`src/sv/tpd_pkg.sv`:
```
// Shared types and constants for the tone pulse detector.
`timescale 1ns / 1ps

package tpd_pkg;

    localparam int ADDR_W     = 5;
    localparam int IN_W       = 24;
    localparam int LEVEL_W    = 28;
    localparam int THR_W      = 32;
    localparam int CNT_W      = 16;
    localparam int LEN_W      = 6;
    localparam int TDATA_W    = 192;
    localparam int TUSER_W    = 3;
    localparam int PROD_W     = 44;

    localparam logic [31:0]      WARM_LAST  = 32'd50;
    localparam logic [15:0]      WARM_RATE  = 16'd1311;
    localparam logic [27:0]      BASE_FLOOR = 28'd7;
    localparam logic [27:0]      MAX28      = 28'hFFF_FFFF;
    localparam logic [31:0]      THR_RESET  = 32'd14;
    localparam logic [1:0]       LOW_NEEDED = 2'd3;
    localparam logic [LEN_W-1:0] LEN_MAX    = 6'd63;
    localparam logic [CNT_W-1:0] CNT_MAX    = 16'hFFFF;

    localparam logic        ENABLE_RST   = 1'b1;
    localparam logic [15:0] GAIN_RST     = 16'd512;
    localparam logic [15:0] RATE_RST     = 16'd66;
    localparam logic [5:0]  MIN_RST      = 6'd3;
    localparam logic [5:0]  MAX_RST      = 6'd25;
    localparam logic [5:0]  TIMEOUT_RST  = 6'd49;
    localparam logic [5:0]  COOL_RST     = 6'd12;
    localparam logic [9:0]  STARTUP_RST  = 10'd123;

    typedef enum logic [2:0] {
        REG_ENABLE   = 3'd0,
        REG_GAIN     = 3'd1,
        REG_RATE     = 3'd2,
        REG_MIN      = 3'd3,
        REG_MAX      = 3'd4,
        REG_TIMEOUT  = 3'd5,
        REG_COOLDOWN = 3'd6,
        REG_STARTUP  = 3'd7
    } reg_idx_t;

    typedef enum logic [1:0] {
        MODE_IDLE  = 2'd0,
        MODE_PULSE = 2'd1,
        MODE_COOL  = 2'd2
    } mode_t;

    typedef enum logic [1:0] {
        PH_WARM = 2'd0,
        PH_HOLD = 2'd1,
        PH_RUN  = 2'd2
    } phase_t;

    typedef enum logic [1:0] {
        KIND_NONE    = 2'd0,
        KIND_VALID   = 2'd1,
        KIND_LENGTH  = 2'd2,
        KIND_TIMEOUT = 2'd3
    } kind_t;

    typedef enum logic [3:0] {
        ST_WAIT   = 4'd0,
        ST_SUM    = 4'd1,
        ST_AMUL   = 4'd2,
        ST_AADD   = 4'd3,
        ST_TMUL   = 4'd4,
        ST_DECIDE = 4'd5,
        ST_RMUL   = 4'd6,
        ST_RLOAD  = 4'd7,
        ST_OUT    = 4'd8
    } state_t;

    typedef struct packed {
        logic        enable;
        logic [15:0] gain;
        logic [15:0] rate;
        logic [5:0]  min_len;
        logic [5:0]  max_len;
        logic [5:0]  timeout;
        logic [5:0]  cooldown;
        logic [9:0]  startup;
    } cfg_t;

    typedef struct packed {
        logic accept;
        logic sum;
        logic amul;
        logic aadd;
        logic tmul;
        logic decide;
        logic rload;
        logic load_out;
    } cmd_t;

    typedef struct packed {
        logic enable;
        logic reload;
        logic out_free;
    } stat_t;

endpackage

```
`src/sv/tone_pulse_detector_adaptive_baseline_unit.sv`:
```
// Top level: register port, sequencer and datapath of the tone pulse detector.
//
// Usage:
//   s_tvalid/s_tready/s_tdata carry one tone-bin magnitude per frame, Q8.16.
//   m_tvalid/m_tready/m_tdata/m_tuser carry one result beat per input beat:
//   event fields, current window sum, baseline, threshold and pulse counts.
//   The APB port sets enable, gain, rate and pulse limits; change them only
//   while no frame is in flight.
// Sequence:
//   An enabled frame steps through ring read, window sum, baseline multiply,
//   baseline add, threshold multiply and decision, each in a sequencer state
//   of its own, then loads the result register. When a timed-out pulse reloads
//   the baseline, the threshold is computed again before the result is loaded.
//   A disabled frame skips the chain and loads the result register directly.
//   s_tready is high only between frames, so one frame is in work at a time.
// Reset:
//   rst_n clears the window, the pulse tracker, counters and registers to
//   their defaults; the baseline starts at its floor.
// Stall:
//   A held result waits in the output register; the next frame is accepted
//   and worked, then waits until the held beat is taken.
`timescale 1ns / 1ps

module tone_pulse_detector_adaptive_baseline_unit #(
    parameter int WINDOW_DEPTH = 8
) (
    input  logic                          clk,
    input  logic                          rst_n,
    // APB register port
    input  logic                          psel,
    input  logic                          penable,
    input  logic                          pwrite,
    input  logic [tpd_pkg::ADDR_W-1:0]    paddr,
    input  logic [31:0]                   pwdata,
    output logic [31:0]                   prdata,
    output logic                          pready,
    // input stream
    input  logic                          s_tvalid,
    output logic                          s_tready,
    input  logic [23:0]                   s_tdata,   // bin_energy
    // result stream
    output logic                          m_tvalid,
    input  logic                          m_tready,
    // event_start, event_length, event_peak, level_sum, level_base,
    // level_thresh, good_count, bad_count, zero pad
    output logic [tpd_pkg::TDATA_W-1:0]   m_tdata,
    // pulse_started, event_kind
    output logic [tpd_pkg::TUSER_W-1:0]   m_tuser
);

    tpd_pkg::cfg_t     cfg_reg;
    tpd_pkg::cmd_t     cmd;
    tpd_pkg::stat_t    stat;
    tpd_pkg::reg_idx_t reg_idx;
    logic              wr_en;

    assign pready  = 1'b1;
    assign reg_idx = tpd_pkg::reg_idx_t'(paddr[4:2]);
    assign wr_en   = psel && penable && pwrite && pready;

    always_ff @(posedge clk or negedge rst_n)
    begin
        if (!rst_n)
        begin
            cfg_reg.enable   <= tpd_pkg::ENABLE_RST;
            cfg_reg.gain     <= tpd_pkg::GAIN_RST;
            cfg_reg.rate     <= tpd_pkg::RATE_RST;
            cfg_reg.min_len  <= tpd_pkg::MIN_RST;
            cfg_reg.max_len  <= tpd_pkg::MAX_RST;
            cfg_reg.timeout  <= tpd_pkg::TIMEOUT_RST;
            cfg_reg.cooldown <= tpd_pkg::COOL_RST;
            cfg_reg.startup  <= tpd_pkg::STARTUP_RST;
        end
        else if (wr_en)
        begin
            unique case (reg_idx)
                tpd_pkg::REG_ENABLE:   cfg_reg.enable   <= pwdata[0];
                tpd_pkg::REG_GAIN:     cfg_reg.gain     <= pwdata[15:0];
                tpd_pkg::REG_RATE:     cfg_reg.rate     <= pwdata[15:0];
                tpd_pkg::REG_MIN:      cfg_reg.min_len  <= pwdata[5:0];
                tpd_pkg::REG_MAX:      cfg_reg.max_len  <= pwdata[5:0];
                tpd_pkg::REG_TIMEOUT:  cfg_reg.timeout  <= pwdata[5:0];
                tpd_pkg::REG_COOLDOWN: cfg_reg.cooldown <= pwdata[5:0];
                tpd_pkg::REG_STARTUP:  cfg_reg.startup  <= pwdata[9:0];
                default:               cfg_reg.enable   <= cfg_reg.enable;
            endcase
        end
    end

    always_comb
    begin
        unique case (reg_idx)
            tpd_pkg::REG_ENABLE:   prdata = {31'd0, cfg_reg.enable};
            tpd_pkg::REG_GAIN:     prdata = {16'd0, cfg_reg.gain};
            tpd_pkg::REG_RATE:     prdata = {16'd0, cfg_reg.rate};
            tpd_pkg::REG_MIN:      prdata = {26'd0, cfg_reg.min_len};
            tpd_pkg::REG_MAX:      prdata = {26'd0, cfg_reg.max_len};
            tpd_pkg::REG_TIMEOUT:  prdata = {26'd0, cfg_reg.timeout};
            tpd_pkg::REG_COOLDOWN: prdata = {26'd0, cfg_reg.cooldown};
            tpd_pkg::REG_STARTUP:  prdata = {22'd0, cfg_reg.startup};
            default:               prdata = '0;
        endcase
    end

    tpd_ctrl u_ctrl (
        .clk      (clk),
        .rst_n    (rst_n),
        .in_valid (s_tvalid),
        .in_ready (s_tready),
        .stat     (stat),
        .cmd      (cmd)
    );

    tpd_datapath #(
        .WINDOW_DEPTH (WINDOW_DEPTH)
    ) u_datapath (
        .clk      (clk),
        .rst_n    (rst_n),
        .cmd      (cmd),
        .stat     (stat),
        .cfg      (cfg_reg),
        .in_data  (s_tdata),
        .m_tready (m_tready),
        .m_tvalid (m_tvalid),
        .m_tdata  (m_tdata),
        .m_tuser  (m_tuser)
    );

endmodule

```
`src/sv/tpd_ctrl.sv`:
```
// Frame sequencer: steps the datapath through one frame per accepted beat.
`timescale 1ns / 1ps

module tpd_ctrl (
    input  logic            clk,
    input  logic            rst_n,
    input  logic            in_valid,
    output logic            in_ready,
    input  tpd_pkg::stat_t  stat,
    output tpd_pkg::cmd_t   cmd
);

    tpd_pkg::state_t state_reg;
    tpd_pkg::state_t state_next;

    always_ff @(posedge clk or negedge rst_n)
    begin
        if (!rst_n)
        begin
            state_reg <= tpd_pkg::ST_WAIT;
        end
        else
        begin
            state_reg <= state_next;
        end
    end

    always_comb
    begin
        state_next = state_reg;
        cmd        = '0;
        in_ready   = 1'b0;
        unique case (state_reg)
            tpd_pkg::ST_WAIT:
            begin
                in_ready   = 1'b1;
                cmd.accept = in_valid;
                if (in_valid)
                begin
                    state_next = stat.enable ? tpd_pkg::ST_SUM : tpd_pkg::ST_OUT;
                end
            end
            tpd_pkg::ST_SUM:
            begin
                cmd.sum    = 1'b1;
                state_next = tpd_pkg::ST_AMUL;
            end
            tpd_pkg::ST_AMUL:
            begin
                cmd.amul   = 1'b1;
                state_next = tpd_pkg::ST_AADD;
            end
            tpd_pkg::ST_AADD:
            begin
                cmd.aadd   = 1'b1;
                state_next = tpd_pkg::ST_TMUL;
            end
            tpd_pkg::ST_TMUL:
            begin
                cmd.tmul   = 1'b1;
                state_next = tpd_pkg::ST_DECIDE;
            end
            tpd_pkg::ST_DECIDE:
            begin
                cmd.decide = 1'b1;
                state_next = stat.reload ? tpd_pkg::ST_RMUL : tpd_pkg::ST_OUT;
            end
            tpd_pkg::ST_RMUL:
            begin
                cmd.tmul   = 1'b1;
                state_next = tpd_pkg::ST_RLOAD;
            end
            tpd_pkg::ST_RLOAD:
            begin
                cmd.rload  = 1'b1;
                state_next = tpd_pkg::ST_OUT;
            end
            tpd_pkg::ST_OUT:
            begin
                if (stat.out_free)
                begin
                    cmd.load_out = 1'b1;
                    state_next   = tpd_pkg::ST_WAIT;
                end
            end
            default:
            begin
                state_next = tpd_pkg::ST_WAIT;
            end
        endcase
    end

endmodule

```
`src/sv/tpd_datapath.sv`:
```
// Window ring, baseline filter, threshold, pulse tracker and output register.
`timescale 1ns / 1ps

module tpd_datapath #(
    parameter int WINDOW_DEPTH = 8
) (
    input  logic                         clk,
    input  logic                         rst_n,
    input  tpd_pkg::cmd_t                cmd,
    output tpd_pkg::stat_t               stat,
    input  tpd_pkg::cfg_t                cfg,
    input  logic [tpd_pkg::IN_W-1:0]     in_data,
    input  logic                         m_tready,
    output logic                         m_tvalid,
    output logic [tpd_pkg::TDATA_W-1:0]  m_tdata,
    output logic [tpd_pkg::TUSER_W-1:0]  m_tuser
);

    localparam int POS_W  = (WINDOW_DEPTH > 1) ? $clog2(WINDOW_DEPTH) : 1;
    localparam int FILL_W = $clog2(WINDOW_DEPTH + 1);
    localparam int SUM_W  = tpd_pkg::IN_W + FILL_W;
    localparam logic [POS_W-1:0]  POS_LAST  = POS_W'(WINDOW_DEPTH - 1);
    localparam logic [FILL_W-1:0] FILL_FULL = FILL_W'(WINDOW_DEPTH);

    // window ring
    logic [tpd_pkg::IN_W-1:0] ring_mem [WINDOW_DEPTH];
    logic [tpd_pkg::IN_W-1:0] rd_reg;
    logic [tpd_pkg::IN_W-1:0] e_reg;
    logic [POS_W-1:0]         pos_reg;
    logic [FILL_W-1:0]        fill_reg;
    logic [SUM_W-1:0]         sum_reg;
    logic [SUM_W-1:0]         sum_next;

    // frame bookkeeping
    logic [31:0]              frame_reg;
    logic [31:0]              cur_frame_reg;
    logic                     warm_done_reg;
    tpd_pkg::phase_t          phase_reg;

    // baseline and threshold
    logic [27:0]              base_reg;
    logic [27:0]              base_next;
    logic [31:0]              thr_reg;
    logic [tpd_pkg::PROD_W-1:0] aprod_reg;
    logic [tpd_pkg::PROD_W-1:0] tprod_reg;
    logic                     down_reg;
    logic                     adapt_reg;

    // pulse tracker
    tpd_pkg::mode_t           mode_reg;
    tpd_pkg::mode_t           mode_next;
    logic [31:0]              start_reg;
    logic [31:0]              start_next;
    logic [27:0]              peak_reg;
    logic [27:0]              peak_next;
    logic [5:0]               len_reg;
    logic [5:0]               len_next;
    logic [1:0]               low_reg;
    logic [1:0]               low_next;
    logic [5:0]               cool_reg;
    logic [5:0]               cool_next;
    logic [15:0]              good_reg;
    logic [15:0]              good_next;
    logic [15:0]              bad_reg;
    logic [15:0]              bad_next;

    // event held for the result beat
    logic                     ev_started_reg;
    logic                     ev_started_next;
    tpd_pkg::kind_t           ev_kind_reg;
    tpd_pkg::kind_t           ev_kind_next;
    logic [31:0]              ev_start_reg;
    logic [31:0]              ev_start_next;
    logic [5:0]               ev_len_reg;
    logic [5:0]               ev_len_next;
    logic [27:0]              ev_peak_reg;
    logic [27:0]              ev_peak_next;
    logic                     reload_next;

    logic                     m_tvalid_reg;
    logic [tpd_pkg::TDATA_W-1:0] m_tdata_reg;
    logic [tpd_pkg::TUSER_W-1:0] m_tuser_reg;

    logic [31:0]              sum_ext;
    logic [27:0]              lv;
    logic [27:0]              diff;
    logic [15:0]              rate_sel;
    logic [44:0]              arnd;
    logic [28:0]              inc;
    logic [29:0]              up_sum;
    logic [44:0]              trnd;
    logic [36:0]              tsh;
    logic [31:0]              thr_new;
    logic [31:0]              thr_eff;
    logic                     expired;
    logic                     valid_len;

    assign sum_ext = 32'(sum_reg);
    assign lv      = (sum_ext > {4'd0, tpd_pkg::MAX28}) ? tpd_pkg::MAX28 : sum_ext[27:0];

    assign sum_next = sum_reg - ((fill_reg == FILL_FULL) ? SUM_W'(rd_reg) : '0)
                      + SUM_W'(e_reg);

    assign diff     = (lv >= base_reg) ? (lv - base_reg) : (base_reg - lv);
    assign rate_sel = (phase_reg == tpd_pkg::PH_WARM) ? tpd_pkg::WARM_RATE : cfg.rate;

    // base moves toward lv by round(rate * |lv - base| / 65536), half away from zero, clamped
    assign arnd   = {1'b0, aprod_reg} + 45'd32768;
    assign inc    = arnd[44:16];
    assign up_sum = {2'b00, base_reg} + {1'b0, inc};

    always_comb
    begin
        if (down_reg)
        begin
            base_next = (inc > {1'b0, base_reg}) ? '0 : (base_reg - inc[27:0]);
        end
        else
        begin
            base_next = (up_sum > {2'b00, tpd_pkg::MAX28}) ? tpd_pkg::MAX28 : up_sum[27:0];
        end
        if (phase_reg == tpd_pkg::PH_RUN && base_next < tpd_pkg::BASE_FLOOR)
        begin
            base_next = tpd_pkg::BASE_FLOOR;
        end
    end

    assign trnd    = {1'b0, tprod_reg} + 45'd128;
    assign tsh     = trnd[44:8];
    assign thr_new = (|tsh[36:32]) ? 32'hFFFF_FFFF : tsh[31:0];
    assign thr_eff = adapt_reg ? thr_new : thr_reg;

    assign len_next  = (phase_reg == tpd_pkg::PH_RUN && mode_reg == tpd_pkg::MODE_PULSE &&
                        len_reg < tpd_pkg::LEN_MAX) ? (len_reg + 6'd1) : len_reg;
    assign expired   = len_next >= cfg.timeout;
    assign valid_len = (len_next >= cfg.min_len) && (len_next <= cfg.max_len);

    always_comb
    begin
        mode_next       = mode_reg;
        start_next      = start_reg;
        peak_next       = peak_reg;
        low_next        = low_reg;
        cool_next       = cool_reg;
        good_next       = good_reg;
        bad_next        = bad_reg;
        ev_started_next = 1'b0;
        ev_kind_next    = tpd_pkg::KIND_NONE;
        ev_start_next   = '0;
        ev_len_next     = '0;
        ev_peak_next    = '0;
        reload_next     = 1'b0;
        if (phase_reg == tpd_pkg::PH_RUN)
        begin
            case (mode_reg)
                tpd_pkg::MODE_IDLE:
                begin
                    if ({4'd0, lv} > thr_eff)
                    begin
                        mode_next       = tpd_pkg::MODE_PULSE;
                        start_next      = cur_frame_reg;
                        peak_next       = lv;
                        low_next        = '0;
                        ev_started_next = 1'b1;
                    end
                end
                tpd_pkg::MODE_PULSE:
                begin
                    if (lv > peak_reg)
                    begin
                        peak_next = lv;
                    end
                    if ({4'd0, lv} < thr_eff)
                    begin
                        low_next = (low_reg < tpd_pkg::LOW_NEEDED) ? (low_reg + 2'd1) : low_reg;
                    end
                    else
                    begin
                        low_next = '0;
                    end
                    if (low_next >= tpd_pkg::LOW_NEEDED || expired)
                    begin
                        if (valid_len)
                        begin
                            ev_kind_next = tpd_pkg::KIND_VALID;
                            good_next    = (good_reg < tpd_pkg::CNT_MAX) ? (good_reg + 16'd1)
                                                                         : good_reg;
                        end
                        else
                        begin
                            ev_kind_next = expired ? tpd_pkg::KIND_TIMEOUT
                                                   : tpd_pkg::KIND_LENGTH;
                            reload_next  = expired;
                            bad_next     = (bad_reg < tpd_pkg::CNT_MAX) ? (bad_reg + 16'd1)
                                                                        : bad_reg;
                        end
                        ev_start_next = start_reg;
                        ev_len_next   = len_next;
                        ev_peak_next  = peak_next;
                        mode_next     = tpd_pkg::MODE_COOL;
                        cool_next     = cfg.cooldown;
                    end
                end
                default:
                begin
                    if (cool_reg <= 6'd1)
                    begin
                        cool_next = '0;
                        mode_next = tpd_pkg::MODE_IDLE;
                    end
                    else
                    begin
                        cool_next = cool_reg - 6'd1;
                    end
                end
            endcase
        end
    end

    // ring storage, no reset
    always_ff @(posedge clk)
    begin
        if (cmd.accept)
        begin
            rd_reg <= ring_mem[pos_reg];
            e_reg  <= in_data;
        end
        if (cmd.sum)
        begin
            ring_mem[pos_reg] <= e_reg;
        end
    end

    // products, no reset
    always_ff @(posedge clk)
    begin
        if (cmd.amul)
        begin
            aprod_reg <= tpd_pkg::PROD_W'(diff * rate_sel);
            down_reg  <= lv < base_reg;
            adapt_reg <= (phase_reg != tpd_pkg::PH_RUN) || (mode_reg == tpd_pkg::MODE_IDLE);
        end
        if (cmd.tmul)
        begin
            tprod_reg <= tpd_pkg::PROD_W'(base_reg * cfg.gain);
        end
    end

    always_ff @(posedge clk or negedge rst_n)
    begin
        if (!rst_n)
        begin
            pos_reg        <= '0;
            fill_reg       <= '0;
            sum_reg        <= '0;
            frame_reg      <= '0;
            cur_frame_reg  <= '0;
            warm_done_reg  <= 1'b0;
            phase_reg      <= tpd_pkg::PH_WARM;
            base_reg       <= tpd_pkg::BASE_FLOOR;
            thr_reg        <= tpd_pkg::THR_RESET;
            mode_reg       <= tpd_pkg::MODE_IDLE;
            start_reg      <= '0;
            peak_reg       <= '0;
            len_reg        <= '0;
            low_reg        <= '0;
            cool_reg       <= '0;
            good_reg       <= '0;
            bad_reg        <= '0;
            ev_started_reg <= 1'b0;
            ev_kind_reg    <= tpd_pkg::KIND_NONE;
            ev_start_reg   <= '0;
            ev_len_reg     <= '0;
            ev_peak_reg    <= '0;
        end
        else
        begin
            if (cmd.accept)
            begin
                ev_started_reg <= 1'b0;
                ev_kind_reg    <= tpd_pkg::KIND_NONE;
                ev_start_reg   <= '0;
                ev_len_reg     <= '0;
                ev_peak_reg    <= '0;
                if (cfg.enable)
                begin
                    cur_frame_reg <= frame_reg;
                    frame_reg     <= frame_reg + 32'd1;
                    if (!warm_done_reg)
                    begin
                        phase_reg <= tpd_pkg::PH_WARM;
                        if (frame_reg >= tpd_pkg::WARM_LAST)
                        begin
                            warm_done_reg <= 1'b1;
                        end
                    end
                    else if (frame_reg < {22'd0, cfg.startup})
                    begin
                        phase_reg <= tpd_pkg::PH_HOLD;
                    end
                    else
                    begin
                        phase_reg <= tpd_pkg::PH_RUN;
                    end
                end
            end
            if (cmd.sum)
            begin
                sum_reg  <= sum_next;
                pos_reg  <= (pos_reg == POS_LAST) ? '0 : (pos_reg + POS_W'(1));
                fill_reg <= (fill_reg == FILL_FULL) ? fill_reg : (fill_reg + FILL_W'(1));
            end
            if (cmd.aadd && adapt_reg)
            begin
                base_reg <= base_next;
            end
            if (cmd.decide)
            begin
                if (adapt_reg)
                begin
                    thr_reg <= thr_new;
                end
                if (reload_next)
                begin
                    base_reg <= lv;
                end
                mode_reg       <= mode_next;
                start_reg      <= start_next;
                peak_reg       <= peak_next;
                len_reg        <= (phase_reg == tpd_pkg::PH_RUN &&
                                   mode_reg == tpd_pkg::MODE_IDLE && mode_next ==
                                   tpd_pkg::MODE_PULSE) ? 6'd1 : len_next;
                low_reg        <= low_next;
                cool_reg       <= cool_next;
                good_reg       <= good_next;
                bad_reg        <= bad_next;
                ev_started_reg <= ev_started_next;
                ev_kind_reg    <= ev_kind_next;
                ev_start_reg   <= ev_start_next;
                ev_len_reg     <= ev_len_next;
                ev_peak_reg    <= ev_peak_next;
            end
            if (cmd.rload)
            begin
                thr_reg <= thr_new;
            end
        end
    end

    // result register
    always_ff @(posedge clk or negedge rst_n)
    begin
        if (!rst_n)
        begin
            m_tvalid_reg <= 1'b0;
        end
        else if (cmd.load_out)
        begin
            m_tvalid_reg <= 1'b1;
        end
        else if (m_tready)
        begin
            m_tvalid_reg <= 1'b0;
        end
    end

    always_ff @(posedge clk)
    begin
        if (cmd.load_out)
        begin
            m_tdata_reg <= {6'd0, bad_reg, good_reg, thr_reg, base_reg, lv,
                            ev_peak_reg, ev_len_reg, ev_start_reg};
            m_tuser_reg <= {ev_kind_reg, ev_started_reg};
        end
    end

    assign m_tvalid = m_tvalid_reg;
    assign m_tdata  = m_tdata_reg;
    assign m_tuser  = m_tuser_reg;

    assign stat.enable   = cfg.enable;
    assign stat.reload   = reload_next;
    assign stat.out_free = !m_tvalid_reg || m_tready;

endmodule

```
`config.mk`:
```
export PLATFORM = sky130hd
export DESIGN_NAME = tone_pulse_detector_adaptive_baseline_unit
export DESIGN_NICKNAME = d
export VERILOG_FILES = /design/src/sv/tpd_pkg.sv /design/src/sv/tone_pulse_detector_adaptive_baseline_unit.sv /design/src/sv/tpd_ctrl.sv /design/src/sv/tpd_datapath.sv
export SDC_FILE = /design/constraint.sdc
export NUM_CORES = 2
export LEC_CHECK = 0
export ABC_AREA = 1
export BUFFER_PORTS_ARGS = -buffer_cell sky130_fd_sc_hd__buf_4
export CAP_MARGIN = 0
export CELL_PAD_IN_SITES_DETAIL_PLACEMENT = 1
export CELL_PAD_IN_SITES_GLOBAL_PLACEMENT = 1
export CORE_MARGIN = 2
export CORE_UTILIZATION = 30
export CTS_BUF_LIST = sky130_fd_sc_hd__clkbuf_4 sky130_fd_sc_hd__clkbuf_8 sky130_fd_sc_hd__clkbuf_16
export CTS_CLUSTER_SIZE = 24
export DETAILED_ROUTE_END_ITERATION = 10
export GPL_ROUTABILITY_DRIVEN = 1
export GPL_TIMING_DRIVEN = 0
export HOLD_SLACK_MARGIN = 0.1
export PLACE_DENSITY_LB_ADDON = 0.2
export SETUP_SLACK_MARGIN = 0.2
export SYNTH_ARGS = -nofsm -noshare
export SYNTH_HDL_FRONTEND = slang
export SYNTH_SLANG_ARGS = --single-unit
```
`constraint.sdc`:
```
create_clock -name clk -period 8.62 [get_ports clk]
set_input_delay 1.293 -clock clk [delete_from_list [all_inputs] [get_ports clk]]
set_output_delay 1.293 -clock clk [all_outputs]
set_load 0.02 [all_outputs]
```
==> results.md <==
* Worst path most repeated cell: fa_1
* First-pass DRT Iterations at 5
* Min Clock Period, post-route at 8.57 ns
* Total Nets Final at 11,020
* Setup Viol. Count Final at 0
* Final Max Slew Viols at 0
* Root Driver: clkbuf_16
* Async SR Flop Fraction at 0.453
* Reg-to-Reg End: u_datapath.aprod_reg[33]$_DFFE_PP_
* Final Hold Vio Count at 0
* Hold-fix buffers at CTS at 0
* Drt drc at 0
* Most frequent cells in the layout: nand2_1, inv_1, fa_1
* Htree depth at 3
* Register area share after synthesis at 0.325
* CP Launch Type: flop
* Yosys reg bits at 908
* Most common cell after layout, fill and taps aside: nand2_1
* Clock transition at path regs at 0.06 ns
* Core ar. at 257,000 um2
* Clock Skew at 0.0758 ns
* Worst Hold End: u_datapath.m_tdata[57]$_DFFE_PP_
* Grt total ovfl at 0
* Via density at 4.99
* First-pass GRT wire length at 478,000 um
* DPL Wire Length at 269,000 um
* WP data required at 9.19 ns
* Overall Global Routing Usage at 0.246
* Layout cells sized above 1 at 0.160
* Worst-Skew Late Latency at 0.80 ns
* Slew of the pin with the lowest slew margin at 1.28 ns
* R2R cell count at 35
* Max FFs per register at 192
* Area grow syn2layout at 21.7%
* Fmax at 117 MHz
* Max Fanout on Critical Path at 8
* Critical path class: reg2reg
* Initial antenna violation count at 33
* EDFF count, synth at 497
* Slew Limit Headroom at 0.145
* Synth Flop Type: edfxtp_1
* Worst Hold Depth at 0
* Syn Area/Cell at 8.58 um2
* Status: completed
* CTS buffer count at 107
* RSZ-0062 raised after global routing: yes
* FF-to-FF setup slack at 0.05 ns
* Reg-to-reg startpoint: u_datapath.sum_reg[3]$_DFFE_PN0P_
* Synthesis Warnings at 0
* FF/Latch Area at 25,300 um2
* Row Count at 186
* Post-synthesis instance total at 9,044
* Die ar. at 263,000 um2
* Max_cap viols at 0
* Final wirelength at 329,000 um
* Num Clock Sinks at 908
* Vias in the first global route at 70,215
* # fillers at 29,808
* Mapped cell area at 77,600 um2
* Hold Startpoint: u_datapath.ev_peak_reg[19]$_DFFE_PN0P_
* Crit path capture type: flop
* Starting DRT DRC Count at 4,630
* Synth cell types at 70
* Antenna-violating nets left at 0
* I/O pin count at 298
* Clock buffer depth at 3
* Horiz. Die Dim at 513 um
* Largest net degree at the start of global routing at 102
* Period utilisation layout at 0.994
* Worst min path class: reg2reg
* Drt wl/cell at 24.9 um
* Initial core utilization at 0.302
* Vias at 65,935
* Die height at 513 um
* Worst Hold Slack at 0.389 ns
* Crit path DAT at 9.14 ns
* Port bufs at 256
* CTS tree: yes
* Critical path's largest stage delay at 0.64 ns
* Multi-input combinational cell area at 46,600 um2
* Routability-driven placement congestion ratio at 0.941
* Worst path slowest cell: fa_2
## per-layer routing
metal | routed length, um | vias up | GRT usage
met2 | 152000 | 1650 | 0.402
met5 | 158 | - | 0
li1 | - | 29865 | -
met3 | 18600 | 474 | 0.0418
met4 | 12300 | 22 | 0.0774
met1 | 146000 | 33924 | 0.331
## cells in the mapped netlist, types with 26 or more instances
cell | number | area share
dfrtp_1 | 385 | 0.12
a21oi_1 | 428 | 0.028
inv_1 | 1745 | 0.084
xor2_1 | 199 | 0.022
a221oi_1 | 29 | 0.0033
o211ai_1 | 30 | 0.0029
o21ai_0 | 449 | 0.029
dfstp_2 | 26 | 0.0088
nand2_1 | 1904 | 0.092
nand3_1 | 285 | 0.018
buf_4 | 38 | 0.0037
nor3_1 | 108 | 0.0070
a31oi_1 | 52 | 0.0042
edfxtp_1 | 497 | 0.19
fa_1 | 750 | 0.19
clkbuf_1 | 263 | 0.013
nand4_1 | 104 | 0.0084
nor4_1 | 27 | 0.0022
o21a_1 | 27 | 0.0026
nor2_1 | 697 | 0.034
a22oi_1 | 64 | 0.0062
o21ai_1 | 58 | 0.0037
xnor2_1 | 47 | 0.0053
buf_2 | 33 | 0.0021
ha_1 | 489 | 0.079
## cells by family after synthesis
| family | count (synthesis) | share of synthesized area |
|---|---|---|
| flip-flops | 908 | 0.325 |
| adder cells (fa/ha/maj) | 1239 | 0.272 |
| XOR/XNOR | 252 | 0.0290 |
| multiplexers | 5 | 0.000645 |
| AND/OR/NAND/NOR | 3210 | 0.171 |
| other | 2 | 0.0000968 |
| AO/OA/AOI/OAI | 1281 | 0.0946 |
| buffers and inverters | 2147 | 0.107 |
## timing repair
action | CTS | global route
gates resized for setup | 589 | 505
setup endpoints to repair | 32 | 29
setup buffers | 72 | 175
gates cloned | 0 | 3
pin swaps | 59 | 247
## worst max-delay path, delay by kind of cell (launching register included)
family	cells	cell delay (ns)
buffers and inverters	9	1.21
adder cells (fa/ha/maj)	8	3.84
flip-flops	1	0.53
XOR/XNOR	2	0.37
AO/OA/AOI/OAI	3	0.67
AND/OR/NAND/NOR	13	1.69
## worst max path at each step
stage                                            startpoint  cells past startpoint                                  to
after floorplan           u_datapath.base_reg[25]$_DFF_PN0_                     37  u_datapath.aprod_reg[31]$_DFFE_PP_
after global placement    u_datapath.base_reg[24]$_DFF_PN0_                     36  u_datapath.aprod_reg[30]$_DFFE_PP_
after detailed placement  u_datapath.base_reg[24]$_DFF_PN0_                     38  u_datapath.aprod_reg[30]$_DFFE_PP_
after CTS                 u_datapath.base_reg[13]$_DFF_PN0_                     34  u_datapath.aprod_reg[39]$_DFFE_PP_
after global routing       u_datapath.base_reg[3]$_DFF_PN0_                     36  u_datapath.aprod_reg[36]$_DFFE_PP_
final                     u_datapath.sum_reg[3]$_DFFE_PN0P_                     35  u_datapath.aprod_reg[33]$_DFFE_PP_
## layout make-up
class                           count  share of cell area
Inverter                         1776              0.0731
Multi-Input combinational cell   6010               0.494
Tap cell                         3384              0.0448
Clock buffer                      125              0.0303
Sequential cell                   908               0.268
Timing Repair inverter              1            0.000172
Clock inverter                     79              0.0115
Buffer                            363              0.0289
Timing Repair Buffer              546              0.0491
Antenna cell                       14            0.000371
## through the flow
| step | cells | cell area [um2] | util | worst slack, ns | TNS, ns |
|---|---|---|---|---|---|
| floorplan | 9065 | 77700 | - | 0.561 | 0 |
| global placement | 12705 | 83900 | 0.326 | -3.99 | -325.72 |
| detailed placement | 12746 | 84500 | 0.329 | -3.82 | -103.54 |
| CTS | 13014 | 91400 | 0.355 | -0.244 | -3.04 |
| global route | 13194 | 94400 | 0.367 | -0.0938 | -0.453 |
| finish | 13206 | 94500 | 0.367 | 0.0512 | 0 |
Power is left out: the tool's default activity adds up to more than one toggle a clock period on the data nets, which glitch-free logic cannot reach.
